## src/rtl/core/rwnh_ram.sv

```systemverilog
// Generic single-port-write, single-read RAM with registered read data.
// No dependencies.
`timescale 1ns / 1ps
module rwnh_ram #(
  parameter int Width = 64,
  parameter int Depth = 64
) (
  input  logic                     clk_i,
  input  logic                     we_i,
  input  logic [$clog2(Depth)-1:0] waddr_i,
  input  logic [Width-1:0]         wdata_i,
  input  logic [$clog2(Depth)-1:0] raddr_i,
  output logic [Width-1:0]         rdata_o
);
  logic [Width-1:0] mem_q [Depth];

  always_ff @(posedge clk_i) begin
    if (we_i) begin
      mem_q[waddr_i] <= wdata_i;
    end
    rdata_o <= mem_q[raddr_i];
  end
endmodule

```

## config.mk

```make
export PLATFORM = sky130hd
export DESIGN_NAME = rwnh_ram
export DESIGN_NICKNAME = d
export VERILOG_FILES = /design/src/rtl/core/rwnh_ram.sv
export SDC_FILE = /design/constraint.sdc
export NUM_CORES = 2
export LEC_CHECK = 0
export BUFFER_PORTS_ARGS = -buffer_cell sky130_fd_sc_hd__buf_2
export CORE_MARGIN = 2
export CORE_UTILIZATION = 40
export CTS_BUF_LIST = sky130_fd_sc_hd__clkbuf_16
export DETAILED_ROUTE_END_ITERATION = 12
export MAX_ROUTING_LAYER = met4
export PLACE_DENSITY = 0.53
export SKIP_CTS_REPAIR_TIMING = 1
export SYNTH_ARGS = -nofsm -noshare
export SYNTH_HDL_FRONTEND = slang
export SYNTH_SLANG_ARGS = --single-unit
export TNS_END_PERCENT = 50
```

## constraint.sdc

```tcl
create_clock -name clk_i -period 7.54 [get_ports clk_i]
set_input_delay 0 -clock clk_i [delete_from_list [all_inputs] [get_ports clk_i]]
set_output_delay 0 -clock clk_i [all_outputs]
set_load 0.02 [all_outputs]
```

### Word level (Yosys, flattened, before mapping)

Memory sizes are Yosys's and may differ from the RTL's. A register that Yosys moved wholly into a read port is not among the register bits.
Index checks and enable logic that the tools add are counted.

* bits in registers: 0
* RAM bits: 4096
* input port bits: 78
* memories: 1

Memories
* mem_q: depth 64, bits a word 64, rd ports 1, clocked after memory_dff 1, wr ports 1, RTL line 15 `logic [Width-1:0] mem_q [Depth];`

* muxes and demuxes: 2

Operators with widths (count)
* 2-to-1 mux 1 bit: 2

### Longest topological paths before layout

* depth in word-level cells: 2
* mapped depth: 9
* mapped depth without buffers: 5

### Least setup slack after synthesis

No wires, ideal clock.

* kind: input -> register
* from: in waddr_i[3]
* to: mem mem_q[48][0], enable pin
* arrival time: 4.872 ns
* required time: 6.976 ns
* setup slack: 2.104 ns
* cell stages on the path: 4
* cells stage by stage: clkbuf_1 -> nor2b_1 -> nand4b_1 -> nor3_1

RTL lines
* from (decl): RTL line 10 `input logic [$clog2(Depth)-1:0] waddr_i,`
* to (decl): RTL line 15

No word-level cell before the write port.

==> results.yml <==
run_status:
  status: "finished clean"
min_path:
  hold_path_class: "in2reg"
  hold_start: "raddr_i[0]"
  min_delay_path_depth: 5
route:
  detail_route.drc_violations: 0
  dr.first_iter.drc_count: 9101
  routed_wire_length_per_instance_um: 36.3
  route.antenna.remaining_nets: 0
  routed_wl_um: 460000
  vias: 75800
  vias_per_cell: 5.99
  firstDrtPassIters: 5
sta:
  final_max_slew_viol_count: 0
  hold_viol_final: 0
  fmax_mhz: 309
  timing.setup.tns_ns: 0
  setup_viol_count_final: 0
  worstMarginPinSlew_ns: 1.34
  finalCriticalPeriod_ns: 3.24
  max_slew_margin_pct: 10.4
  fin_crit_sh_pct: 42.9
  finalClockSkew_ns: 0.0357
  grt_setup_unrepaired: "no"
logic_synthesis:
  synth.top_cells.by_area: "edfxtp_1, mux4_2, mux2i_1, dfxtp_1, a22oi_1"
  post-synth-top-area-fraction_pct: 78.7
  synth_area_leader_cell: "edfxtp_1"
  yosys_warnings: 0
  syn_inst: 6598
  syn_avg_cell_area_um2: 23.7
  postSynthNetCount: 6676
  synth_seq_area_share_pct: 79.5
  synth_cell_type_count: 33
  synth.cell_area_um2: 156000
  synth_seq_cells: 4160
die:
  floorplan.core_area_um2: 389000
  floorplan.die_area_um2: 396000
  fp-row-count: 229
  num_io_pins: 142
  start_util_pct: 40.2
  die-height_um: 629
  chipWidth_um: 629
cts:
  ctsLongestPathBuffers: 4
  cts-root-buf: "clkbuf_16"
  cts_tree: "yes"
  clock-sinks: 4160
  cts.htree.levels: 5
  path_clk_slew_ns: 0.06
  clk_latency_ns: 0.98
  cts_made_buffers: 435
global_routing:
  pin_count_of_the_biggest_net_entering_global_routing: 113
  grt_pass1_wl_um: 633000
  antenna_found_initial: 42
  gr-total-overflow: 0
  track_usage_pct: 23.7
  grt_pass1_vias: 76900
setup_path:
  timing.setup.critical_path_class: "in2reg"
  crit_arrival_ns: 4.03
  r2r_cells: 5
  end_kind: "register"
  timing.rr.start: "mem_q[9][46]"
  required_time_of_the_worst_setup_path_ns: 8.34
  critPathMaxFanout: 105
  worst_setup_sp: "raddr_i[2]"
  worstSetupStartpointType: "primary input"
place:
  gpl.final_weighted_congestion: 0.779
  hpwl_um: 241000
  port_buffers: 141
power:
  power_density_nw_per_um2: 273
  vdd_drop_max_uv: 212
  leak_pwr_nw: 55.8
  total_power_w: 0.0488
layout:
  filler_cell_count: 32400
  design.final.nets: 7160
  syn2layout_area_growth_pct: 14.4
  post_route_cells_drive_above_1_share_pct: 28.0
flow_run:
  maxCapViolations: 0
==> metal layers <==
| metal | global-route usage [%] | wire [um] |
|---|---|---|
| met1 | 32.4 | 191000 |
| met3 | 3.03 | 30900 |
| met4 | 5.80 | 11900 |
| met5 | - | 0 |
| met2 | 37.9 | 226000 |
==> layout make-up <==
class | instances | area (um2) | area share (%)
Clock buffer | 438 | 11000 | 6.13
Sequential cell | 4160 | 124000 | 69.5
Antenna cell | 19 | 47.5 | 0.0266
Tap cell | 5197 | 6500 | 3.64
Inverter | 19 | 71.3 | 0.0399
Timing Repair Buffer | 417 | 3330 | 1.86
Multi-Input combinational cell | 2049 | 30800 | 17.2
Clock inverter | 372 | 2900 | 1.62
==> critical path, cell delays in order <==
cell and delay (ns):
dlygate4sd3_1 0.64, buf_8 0.47, buf_12 0.46, buf_4 0.84, mux4_2 0.41, or3_1 0.33
a41oi_1 0.23, a211oi_1 0.08
==> report_power, final <==
| group | switching [W] | internal, W | total [W] |
|---|---|---|---|
| logic | 0.00145 | 0.000810 | 0.00226 |
| clock network | 0.00905 | 0.0118 | 0.0208 |
| registers | 0.000122 | 0.0256 | 0.0257 |
| total | 0.0106 | 0.0382 | 0.0488 |
==> kinds of logic (layout without fill, tap and decap cells) <==
kind of cell           after synthesis  after routing  share of synthesized area (%)
buffers and inverters              389           1246                           1.18
AOI/OAI and AO/OA                  504            504                           2.48
DFF                               4160           4160                           79.5
other                                0             19                              0
and+or+nand+nor                    386            386                           1.24
muxes                             1159           1159                           15.6
==> layout by cell type, fill, tap and decap left out, types with 24 or more instances in the layout <==
master and n:
bufinv_16 35, or3_1 29, dfxtp_1 64, mux2i_1 135, or2_2 28, a22oi_1 168, buf_12 27, nor2_1 47
o221ai_1 38, inv_1 118, nor2b_1 24, buf_4 174, buf_2 138, edfxtp_1 4096, clkinv_2 89, nor2_4 65
clkinv_1 101, mux4_2 1024, clkbuf_16 438, nand2_1 54, a211oi_1 63, a22o_1 88, and3_1 64, o22ai_1 83
dlygate4sd3_1 76, a41oi_1 26, nand3_1 45
==> worst paths after layout <==
path         slack [ns]           to
max reg2reg        5.28  rdata_o[46]
min reg2reg        0.83  rdata_o[50]
max                4.30  rdata_o[58]
min                0.03  rdata_o[28]
==> stage by stage <==
| stage | hold WS, ns | utilization [%] | cell area (um2) | instances | worst slack, ns |
|---|---|---|---|---|---|
| after floorplan | 0.0989 | - | 156000 | 6598 | 2.10 |
| after global placement | 0.423 | 42.2 | 164000 | 11800 | 3.53 |
| after detailed placement | 0.426 | 42.2 | 164000 | 11800 | 3.61 |
| after CTS | -0.318 | 45.8 | 178000 | 12600 | 4.66 |
| after global routing | 0.0208 | 46.0 | 179000 | 12700 | 4.22 |
| final | 0.0278 | 46.0 | 179000 | 12700 | 4.30 |
==> registers in the layout, summed over array words and instances (netlist names) <==
register,flops
rdata_o,64
mem_q,4096
==> cells in the mapped netlist <==
cell type  instances
a31o_1             1
a31oi_1           18
and2_1             3
buf_6              6
dfxtp_1           64
o221ai_1          38
and3_1            64
or3_1             29
edfxtp_1        4096
a41oi_1           26
a2bb2oi_1         19
nand3_1           45
nand2_1           58
buf_1             20
inv_1             19
mux4_2          1024
nor2b_1           28
nand4_1            2
nand3b_1           2
buf_2            170
nand4b_1           1
mux2i_1          135
buf_4             34
nor3_1             2
o22ai_1           83
nand2b_1          11
a22oi_1          168
a22o_1            88
clkbuf_1         140
or3b_2             1
a211oi_1          63
nor2_1           112
or2_2             28
Power figures use the tool's default switching activity.
