<file path="config.mk">
export PLATFORM = sky130hd
export DESIGN_NAME = rwnh_div
export DESIGN_NICKNAME = d
export VERILOG_FILES = /design/src/rtl/core/rwnh_div.sv
export SDC_FILE = /design/constraint.sdc
export NUM_CORES = 1
export LEC_CHECK = 0
export ABC_CLOCK_PERIOD_IN_PS = 4900
export BUFFER_PORTS_ARGS = -buffer_cell sky130_fd_sc_hd__buf_2
export CAP_MARGIN = 20
export CORE_UTILIZATION = 49
export CTS_CLUSTER_DIAMETER = 120
export CTS_CLUSTER_SIZE = 30
export DETAILED_ROUTE_END_ITERATION = 8
export HOLD_SLACK_MARGIN = 0.12
export PLACE_DENSITY = 0.67
export SYNTH_ARGS = -nofsm -noshare
export SYNTH_HDL_FRONTEND = slang
export SYNTH_SLANG_ARGS = --single-unit
</file>
<file path="constraint.sdc">
create_clock -name clk_i -period 4.9 [get_ports clk_i]
set_clock_uncertainty 0.1 [all_clocks]
set_input_delay 0.98 -clock clk_i [delete_from_list [all_inputs] [get_ports clk_i]]
set_output_delay 0.98 -clock clk_i [all_outputs]
set_load 0.02 [all_outputs]
</file>
<file path="src/rtl/core/rwnh_div.sv">
// Restoring divider: floor(n * 2^QBits / d) for n < d, one bit per cycle.
// Depends on nothing; used by the top level.
`timescale 1ns / 1ps
module rwnh_div #(
  parameter int NBits = 34,
  parameter int QBits = 16
) (
  input  logic             clk_i,
  input  logic             rst_ni,
  input  logic             start_i,
  input  logic [NBits-1:0] num_i,
  input  logic [NBits-1:0] den_i,
  output logic             done_o,
  output logic [QBits-1:0] quo_o
);
  localparam int CntW = $clog2(QBits + 1);

  logic [NBits:0]   rem_q, rem_d;
  logic [NBits-1:0] den_q;
  logic [QBits-1:0] quo_q, quo_d;
  logic [CntW-1:0]  cnt_q;
  logic             busy_q;
  logic [NBits:0]   sh;

  assign sh = {rem_q[NBits-1:0], 1'b0};

  always_comb begin
    rem_d = sh;
    quo_d = {quo_q[QBits-2:0], 1'b0};
    if (sh >= {1'b0, den_q}) begin
      rem_d    = sh - {1'b0, den_q};
      quo_d[0] = 1'b1;
    end
  end

  always_ff @(posedge clk_i or negedge rst_ni) begin
    if (!rst_ni) begin
      busy_q <= 1'b0;
      cnt_q  <= '0;
      done_o <= 1'b0;
    end else begin
      done_o <= 1'b0;
      if (start_i) begin
        busy_q <= 1'b1;
        cnt_q  <= CntW'(QBits);
      end else if (busy_q) begin
        cnt_q <= cnt_q - 1'b1;
        if (cnt_q == CntW'(1)) begin
          busy_q <= 1'b0;
          done_o <= 1'b1;
        end
      end
    end
  end

  always_ff @(posedge clk_i) begin
    if (start_i) begin
      rem_q <= {1'b0, num_i};
      den_q <= den_i;
      quo_q <= '0;
    end else if (busy_q) begin
      rem_q <= rem_d;
      quo_q <= quo_d;
    end
  end

  assign quo_o = quo_q;
endmodule

</file>
Word-level counts from Yosys, hierarchy flattened
Cells that the tools add are included.
- bits in registers: 91
- output and inout port bits: 17
- word-level logic and storage cells: 23
- add/subtract/negate cells: 2
- magnitude comparators: 1
- equal/unequal tests: 1
- multiplexer cells: 12
- reduce and logical (&&, ||, !) cells: 1
- operators with widths (cell ; number):
    $mux 34 ; 3
    $ge 35x34->1 ; 1
    $sub 34x34->34 ; 1
    $mux 5 ; 2
    $mux 1 ; 7
    $eq 5x1->1 const B ; 1
    $sub 5x1->5 const B ; 1
    $reduce_bool 2->1 ; 1

Logic depth before layout (Yosys ltp)
Gate-level depths: netlist of the first run.
- depth in word-level cells: 4
- mapped depth: 14

Worst setup path before layout of the first run
Ideal clock, no wire load.
- path type: flip-flop to flip-flop
- from: register rem_q[0]
- to: register rem_q[19], data pin
- setup time: 0.260 ns
- data arrival time: 2.806 ns
- data required time: 4.540 ns
- slack: 1.734 ns
- stages on the path, launching flop included: 12
- period minus slack after synthesis: 3.166 ns
- cells stage by stage: edfxtp_1 > ha_1 > nor2b_1 > o31a_2 > o21ai_2 > o221a_4 > or4_4 > nand3_4 > a31oi_4 > buf_6 > mux2_1 > mux2_2
- cells in the longest elaborated chain, start to end: 4
- elaborated cells on any way between the ends: 5
- classes of those cells: add/sub: 1; order compare: 1; mux: 3
- RTL lines (what ; RTL line ; source):
    from (decl) ; 18 ; logic [NBits:0] rem_q, rem_d;
    from (signal assigned) ; 58 ; rem_q <= {1'b0, num_i};
    from (signal assigned) ; 62 ; rem_q <= rem_d;
    $sub 34x34->34 / $ge 35x34->1 (equally long branches) ; 31, 30 ;
    $mux 34 * ; 30 ; if (sh >= {1'b0, den_q}) begin
    $mux 34 * ; 61 ; end else if (busy_q) begin
    $mux 34 * ; 57 ; if (start_i) begin
Every way passes the cells marked *; elsewhere a longest branch is shown, timed or not. The select of a mux whose other input is x is not followed.
A chain may end at the register's enable or synchronous reset.

Worst setup path after layout of the first run
- from: register rem_q[26]
- to: register rem_q[3], data pin
- cells in the longest elaborated chain, start to end: 4
- RTL lines (what ; RTL line):
    $ge 35x34->1 ; 30
    $mux 34 ; 30
    $mux 34 ; 61
    $mux 34 ; 57
No other way between the ends. The select of a mux whose other input is x is not followed.

==> results of run 1 <==
cell families (layout without fill, tap and decap cells):
kind of cell	count (synthesis)	count (layout)	synth area share [%]
buf+inv	80	146	6.55
fa+ha+maj	37	37	8.05
xor+xnor	34	34	5.09
simple gates	119	119	10.4
flops	91	91	43.4
compound gates	125	125	14.9
mux	57	57	11.6
per-layer routing:
metal  vias up  GRT usage, %  share of wire, %
met4         0          8.20              0.86
li1       2090             -                 -
met1      1971          24.7                45
met2        77          34.4                51
met3         8          4.43               3.8
met5         -             0                 0
metrics by stage:
stage	total power, W	worst slack [ns]	area (sq um)
floorplan	0.00303	1.73	5850
global placement	0.00337	1.30	6250
detailed placement	0.00343	1.18	6250
CTS	0.00415	1.15	6550
global route	0.00443	0.949	6550
finish	0.00412	1.15	6550
worst paths after layout:
path / end / slack, ns / cells after the start
max in group asynchronous: cnt_q[2] / 4.20 / 1
min in group clk_i: quo_o[15] / 0.40 / 2
hold / removal: busy_q / 0.35 / 1
hold reg to reg: quo_o[15] / 0.40 / 2
setup / recovery: rem_q[3] / 1.15 / 11
setup reg to reg: rem_q[3] / 1.15 / 11
cell type report:
type,instances,area (sq um),share of cell area (%)
Inverter,41,154,2.35
Tap cell,143,179,2.73
Clock inverter,5,46.3,0.707
Timing Repair Buffer,89,453,6.92
Sequential cell,91,2540,38.7
Clock buffer,11,254,3.88
Multi-Input combinational cell,372,2930,44.7
cell usage in the layout, fill, tap and decap left out, types with 6 or more instances in the layout:
master / n
a21o_1: 19
ha_1: 36
nor2_1: 40
xor2_1: 17
nand4_1: 7
mux2_2: 18
mux2i_1: 21
edfxtp_1: 68
nor2b_1: 7
a21oi_1: 37
inv_1: 41
o21a_1: 6
mux2_4: 17
xnor2_1: 17
buf_2: 86
clkbuf_16: 10
dfrtp_1: 7
dfxtp_1: 16
nand3_1: 7
o21ai_0: 18
nand2_1: 26
sequential cells by signal (all words and copies together), names as in the netlist:
| name | cells |
|---|---|
| rem_q | 34 |
| done_o | 1 |
| quo_o | 16 |
| den_q | 34 |
| cnt_q | 5 |
| busy_q | 1 |
power breakdown:
group | total [W] | switching [W] | leakage, nW | internal (W)
clock network | 0.000700 | 0.000314 | 0.149 | 0.000386
registers | 0.00121 | 0.000123 | 0.909 | 0.00108
logic | 0.00222 | 0.00112 | 1.97 | 0.00110
==> impl_results.md, run 1 <==
* Slowest stage delay, CP at around 0.50 ns
* Count leader, synth: edfxtp_1
* Num ports at a little under 90
* PwrDens at 630 mW/mm^2
* Post-synth ARST share at roughly 7.7%
* Hold Buf Count CTS at 0
* Routability cong. at ~0.87
* Initial drt markers at ~230
* Routed via count at a little over 4000
* Pleak at between 3 and 4 nW
* VDD IR-drop max at approximately 0.23 mV
* Slew HR at a little under a third
* Post-synthesis sequential area ratio at 43.4%
* Setup repair after global routing missed its margin: false
* Final setup TNS at 0 ns
* Vias in the first global route at approximately 4200
* Clock sinks at 91
* Crit path from: rem_q[26]
* Pins Over Slew Limit at 0
* DRT Pass-1 Iters at 6
* Synth cell count leaders: edfxtp_1 (68), inv_1 (41), nor2_1 (40), a21oi_1 (37), ha_1 (36)
* Setup crit start kind: flop
* Residual DRC count at 15
* TritonCTS clock tree: yes
* Status: finished with violations
* Critical Path AT at between 3 and 4 ns
* Worst Hold Class: primary input to asynchronous set/reset pin
* Core area at around 0.012 sq mm
* Post-synth top flop: edfxtp_1
* Reg2reg start: rem_q[26]
* Share of layout cells above drive strength 1 at between 20% and 30%
* Worst path top cell family by delay: compound AO/OA/AOI/OAI gates
* Final core occ at a little under three fifths
* Fillers at 1011
* Post-synth EDFFs at 68
* Final Hold Violating Endpoints at 0
* Crit path kind: flop to flop
* Worst hold slack at 0.346 ns
* Detailed-route wire length at ~12 mm
* Number of diodes at 0
* CP Buf/Inv Count at 1
* Horiz. Die Dim at roughly 110 um
* Area growth syn-to-layout at 12.0%
* First-pass GRT wire length at 19.9 mm
* Final worst-path cycle share at 76.6%
* Number of setup violations in the final report at 0
* Synth top area share at between 30% and 40%
* Crit end category: flop
* Die area at roughly 0.012 sq mm
* Grt ovf at 0
* Final HPWL from detailed placement at ~8.6 mm
* Syn Inst Count at roughly 540
* Rows at 39
* Failing checks: design-rule violations
* Placed Cells at approximately 740
* # resized after CTS at 0
* Clk slew on worst S/H paths at 0.07 ns
* Die height at between 100 and 150 um
* Post-Synthesis Cell Area at about 0.006 sq mm
* H-tree Lvls at 3
* Yosys warning total at 0
* Highest Clock Rate at 0.267 GHz
* Min Tclk post-route at between 3 and 4 ns
* Max Cap Viol at 0
* CP Max Fanout at 38
* PortBufs at 87
* Fin cells at roughly 750
* Final net count at between 700 and 800
* Antenna-violating nets left at 0
* Cell variety after synth at 69
* Initial Util at about half
* Number of buffers created by CTS at 9
* Mean Syn Cell Area at 10.8 sq um
* CP Cell Sequence: ha_1 -> and3_1 -> nand2_1 -> or4_1 -> and4bb_1 -> a2111oi_2 -> o21ai_2 -> a31oi_4 -> buf_4 -> mux2_4 -> mux2_2
* Drt wl/cell at roughly 15 um
* Largest cells by area after synthesis: edfxtp_1 (35%), ha_1 (7.7%), dfxtp_1 (5.5%)
* Critical path required time at approximately 4.9 ns
* GRT Total Usage at approximately a fifth
* Max clock buf depth at 2
* Largest net degree at the start of global routing at 58
* Syn Nets at about 650
* Slowest cell on crit path: buf_4
* Area leader, netlist: edfxtp_1
* Setup repair bufs after CTS at 0
* Clock latency on the worst-skew pair at around 0.35 ns
* Vias per cell at 5.51
* #FFs+latches synth at around 90
* Clk root buf: clkbuf_16
* Initial antenna violation count at 0
* Slew @ Worst Pin at 1.03 ns
Power figures use the tool's default switching activity.
==> run 2: changes to the inputs <==
Settings changed: ABC_AREA set to 1, ABC_CLOCK_PERIOD_IN_PS 4900 to 3780, PLACE_DENSITY 0.67 to 0.66.
Clock period 4.9 ns to 3.78 ns, I/O delays scaled along.
==> run 2 against run 1 <==
Against the previous run:
- the flow now finishes without violations
- synthesized cell count rose by 72%
- setup slack got worse by 0.15 ns
- global-route usage grew 4.3 points
- final cell count up 57%
- largest cell class unchanged
- largest power group unchanged
==> impl_results.md, run 2 <==
* Number of buffers created by CTS at 9
* Area growth syn-to-layout at 11.5%
* First-pass GRT wire length at about 27 mm
* Syn Nets at 1041
* Pleak at approximately 4 nW
* Post-Synthesis Cell Area at approximately 0.0067 sq mm
* Critical Path AT at between 2 and 3 ns
* Cell variety after synth at 39
* Most prevalent standard cell on the critical path: nand2_1
* Final setup TNS at 0 ns
* Initial Util at about half
* Most frequent cells in the layout: nand2_1 (348), inv_1 (172), buf_2 (87)
* Routed via count at 5769
* Pins Over Slew Limit at 0
* Mean Syn Cell Area at roughly 7.1 sq um
* H-tree Lvls at 3
* Slowest stage delay, CP at 0.40 ns
* Post-synthesis sequential area ratio at about two fifths
* Syn Inst Count at between 900 and 1000
* Die height at around 120 um
* Count leader, synth: nand2_1
* Slowest cell on crit path: edfxtp_1
* Slew HR at between 50 and 60%
* GRT Total Usage at 24.5%
* Highest Clock Rate at ~0.36 GHz
* Final worst-path cycle share at 73.7%
* Vias in the first global route at ~5500
* Number of diodes at 0
* Num ports at just under 90
* Residual DRC count at 0
* Max Cap Viol at 0
* Core area at 0.0132 sq mm
* Share of layout cells above drive strength 1 at roughly 13%
* Clk slew on worst S/H paths at about 0.07 ns
* Critical path required time at a little under 4 ns
* Grt ovf at 0
* Rows at 42
* VDD IR-drop max at ~0.36 mV
* Clock latency on the worst-skew pair at around 0.36 ns
* Clk root buf: clkbuf_16
* Final Hold Violating Endpoints at 0
* Worst path top cell family by delay: simple AND/OR/NAND/NOR gates
* Post-synth top flop: edfxtp_1
* TritonCTS clock tree: yes
* Yosys warning total at 0
* Status: finished, final reports clean
* Setup repair after global routing missed its margin: false
* CP Max Fanout at 35
* #FFs+latches synth at roughly 90
* Detailed-route wire length at approximately 16 mm
* Min Tclk post-route at between 2 and 3 ns
* Synth top area share at between 30% and 40%
* Number of setup violations in the final report at 0
* Post-DP Area at roughly 0.0071 sq mm
* Largest cells by area after synthesis: edfxtp_1 (31%), nand2_1 (20%), inv_1 (9.7%)
* CP Cell Sequence: ha_1 -> nand2_2 -> inv_1 -> nand2_1 -> nand2_1 -> nand2_1 -> nand2_1 -> a21oi_2 -> nand2_2 -> nand2_4 -> nand2_8 -> nand2_1 -> nand3_1 -> nand2_1
* Post-synth ARST share at just under 8%
* Clock sinks at between 90 and 100
* DRT Pass-1 Iters at 5
* Vias per cell at between 4 and 5
* PortBufs at 87
* Initial drt markers at 371
* Drt wl/cell at around 14 um
* Slew @ Worst Pin at ~0.65 ns
* Largest net degree at the start of global routing at 57
* Design Area, Final at ~0.0074 sq mm
* Commonest non-fill, non-tap cell in the layout: nand2_1
* Die area at 0.0141 sq mm
* PwrDens at around 740 mW/mm^2
* Max clock buf depth at 2
* Worst Hold Class: flop to flop
* Synth cell count leaders: nand2_1 (348), inv_1 (172), edfxtp_1 (68), nand3_1 (57), nor2_1 (48)
* Final core occ at approximately 56%
* Setup crit start kind: flop
* Post-synth EDFFs at between 60 and 70
* Crit end category: flop
* CP Buf/Inv Count at 1
* Final HPWL from detailed placement at around 12 mm
* Horiz. Die Dim at around 120 um
* Antenna-violating nets left at 0
* Crit path kind: flop to flop
* Routability cong. at 0.910
* Area leader, netlist: edfxtp_1
* Initial antenna violation count at 0
* Final net count at 1111
[run 2: cells by family after synthesis]
group,share of synthesized area [%]
AOI/OAI and AO/OA,4.84
xor gates and xnor gates,2.23
adders and majority gates,7.05
buffers and inverters,13.6
DFF,38.0
and+or+nand+nor,34.3
[run 2: per-layer routing]
| metal | track usage [%] | up-vias | wire length [um] | share of wire [%] |
|---|---|---|---|---|
| met5 | 0 | - | 0 | 0 |
| met2 | 38.1 | 149 | 7080 | 44 |
| met4 | 4.91 | 0 | 123 | 0.76 |
| met3 | 5.79 | 10 | 1060 | 6.5 |
| met1 | 34.7 | 2569 | 7920 | 49 |
| li1 | - | 3041 | - | - |
[run 2: final timing paths]
kind / from / endpoint / slack [ns] / cells after the start
setup reg to reg: rem_q[13] / rem_q[13] / 1.0 / 14
min in group asynchronous: rst_ni / cnt_q[4] / 0.65 / 2
setup / recovery: rem_q[13] / rem_q[13] / 1.0 / 14
hold / removal: cnt_q[3] / cnt_q[3] / 0.37 / 1
max in group asynchronous: rst_ni / cnt_q[1] / 2.77 / 2
hold reg to reg: cnt_q[3] / cnt_q[3] / 0.37 / 1
[run 2: what timing repair did]
item,4_1_cts,5_1_grt
hold buffers,1,0
buffers inserted,0,0
resized for setup,0,0
endpoints found under the hold margin,7,0
[run 2: worst reg2reg max path: stages, from the launching register on]
cell	delay, ns
edfxtp_1	0.40
ha_1	0.38
nand2_2	0.14
inv_1	0.05
nand2_1	0.06
nand2_1	0.07
nand2_1	0.08
nand2_1	0.08
a21oi_2	0.18
nand2_2	0.10
nand2_4	0.38
nand2_8	0.28
nand2_1	0.15
nand3_1	0.13
nand2_1	0.09
[run 2: layout make-up]
type / instances / area, sq um
inverters: 178 / 668
well taps: 176 / 220
multi-input cells: 630 / 3230
clock buffers: 9 / 225
repair buffers: 93 / 483
fillers: 1340 / 5810
clock inverters: 7 / 72.6
flip-flops and latches: 91 / 2540
[run 2: where the power goes]
| part | internal [W] | switching, W | total [W] |
|---|---|---|---|
| registers | 0.00137 | 0.000114 | 0.00148 |
| logic | 0.00112 | 0.00199 | 0.00311 |
| clock network | 0.000516 | 0.000411 | 0.000927 |
| total | 0.00300 | 0.00252 | 0.00552 |
[run 2: stage by stage]
step	hold slack [ns]	instances	power, W	worst slack [ns]
CTS	0.369	1184	0.00551	1.01
global placement	0.337	1167	0.00454	1.04
finish	0.367	1184	0.00552	0.995
detailed placement	0.361	1167	0.00457	1.02
floorplan	0.334	933	0.00391	0.868
global route	0.413	1184	0.00603	0.710
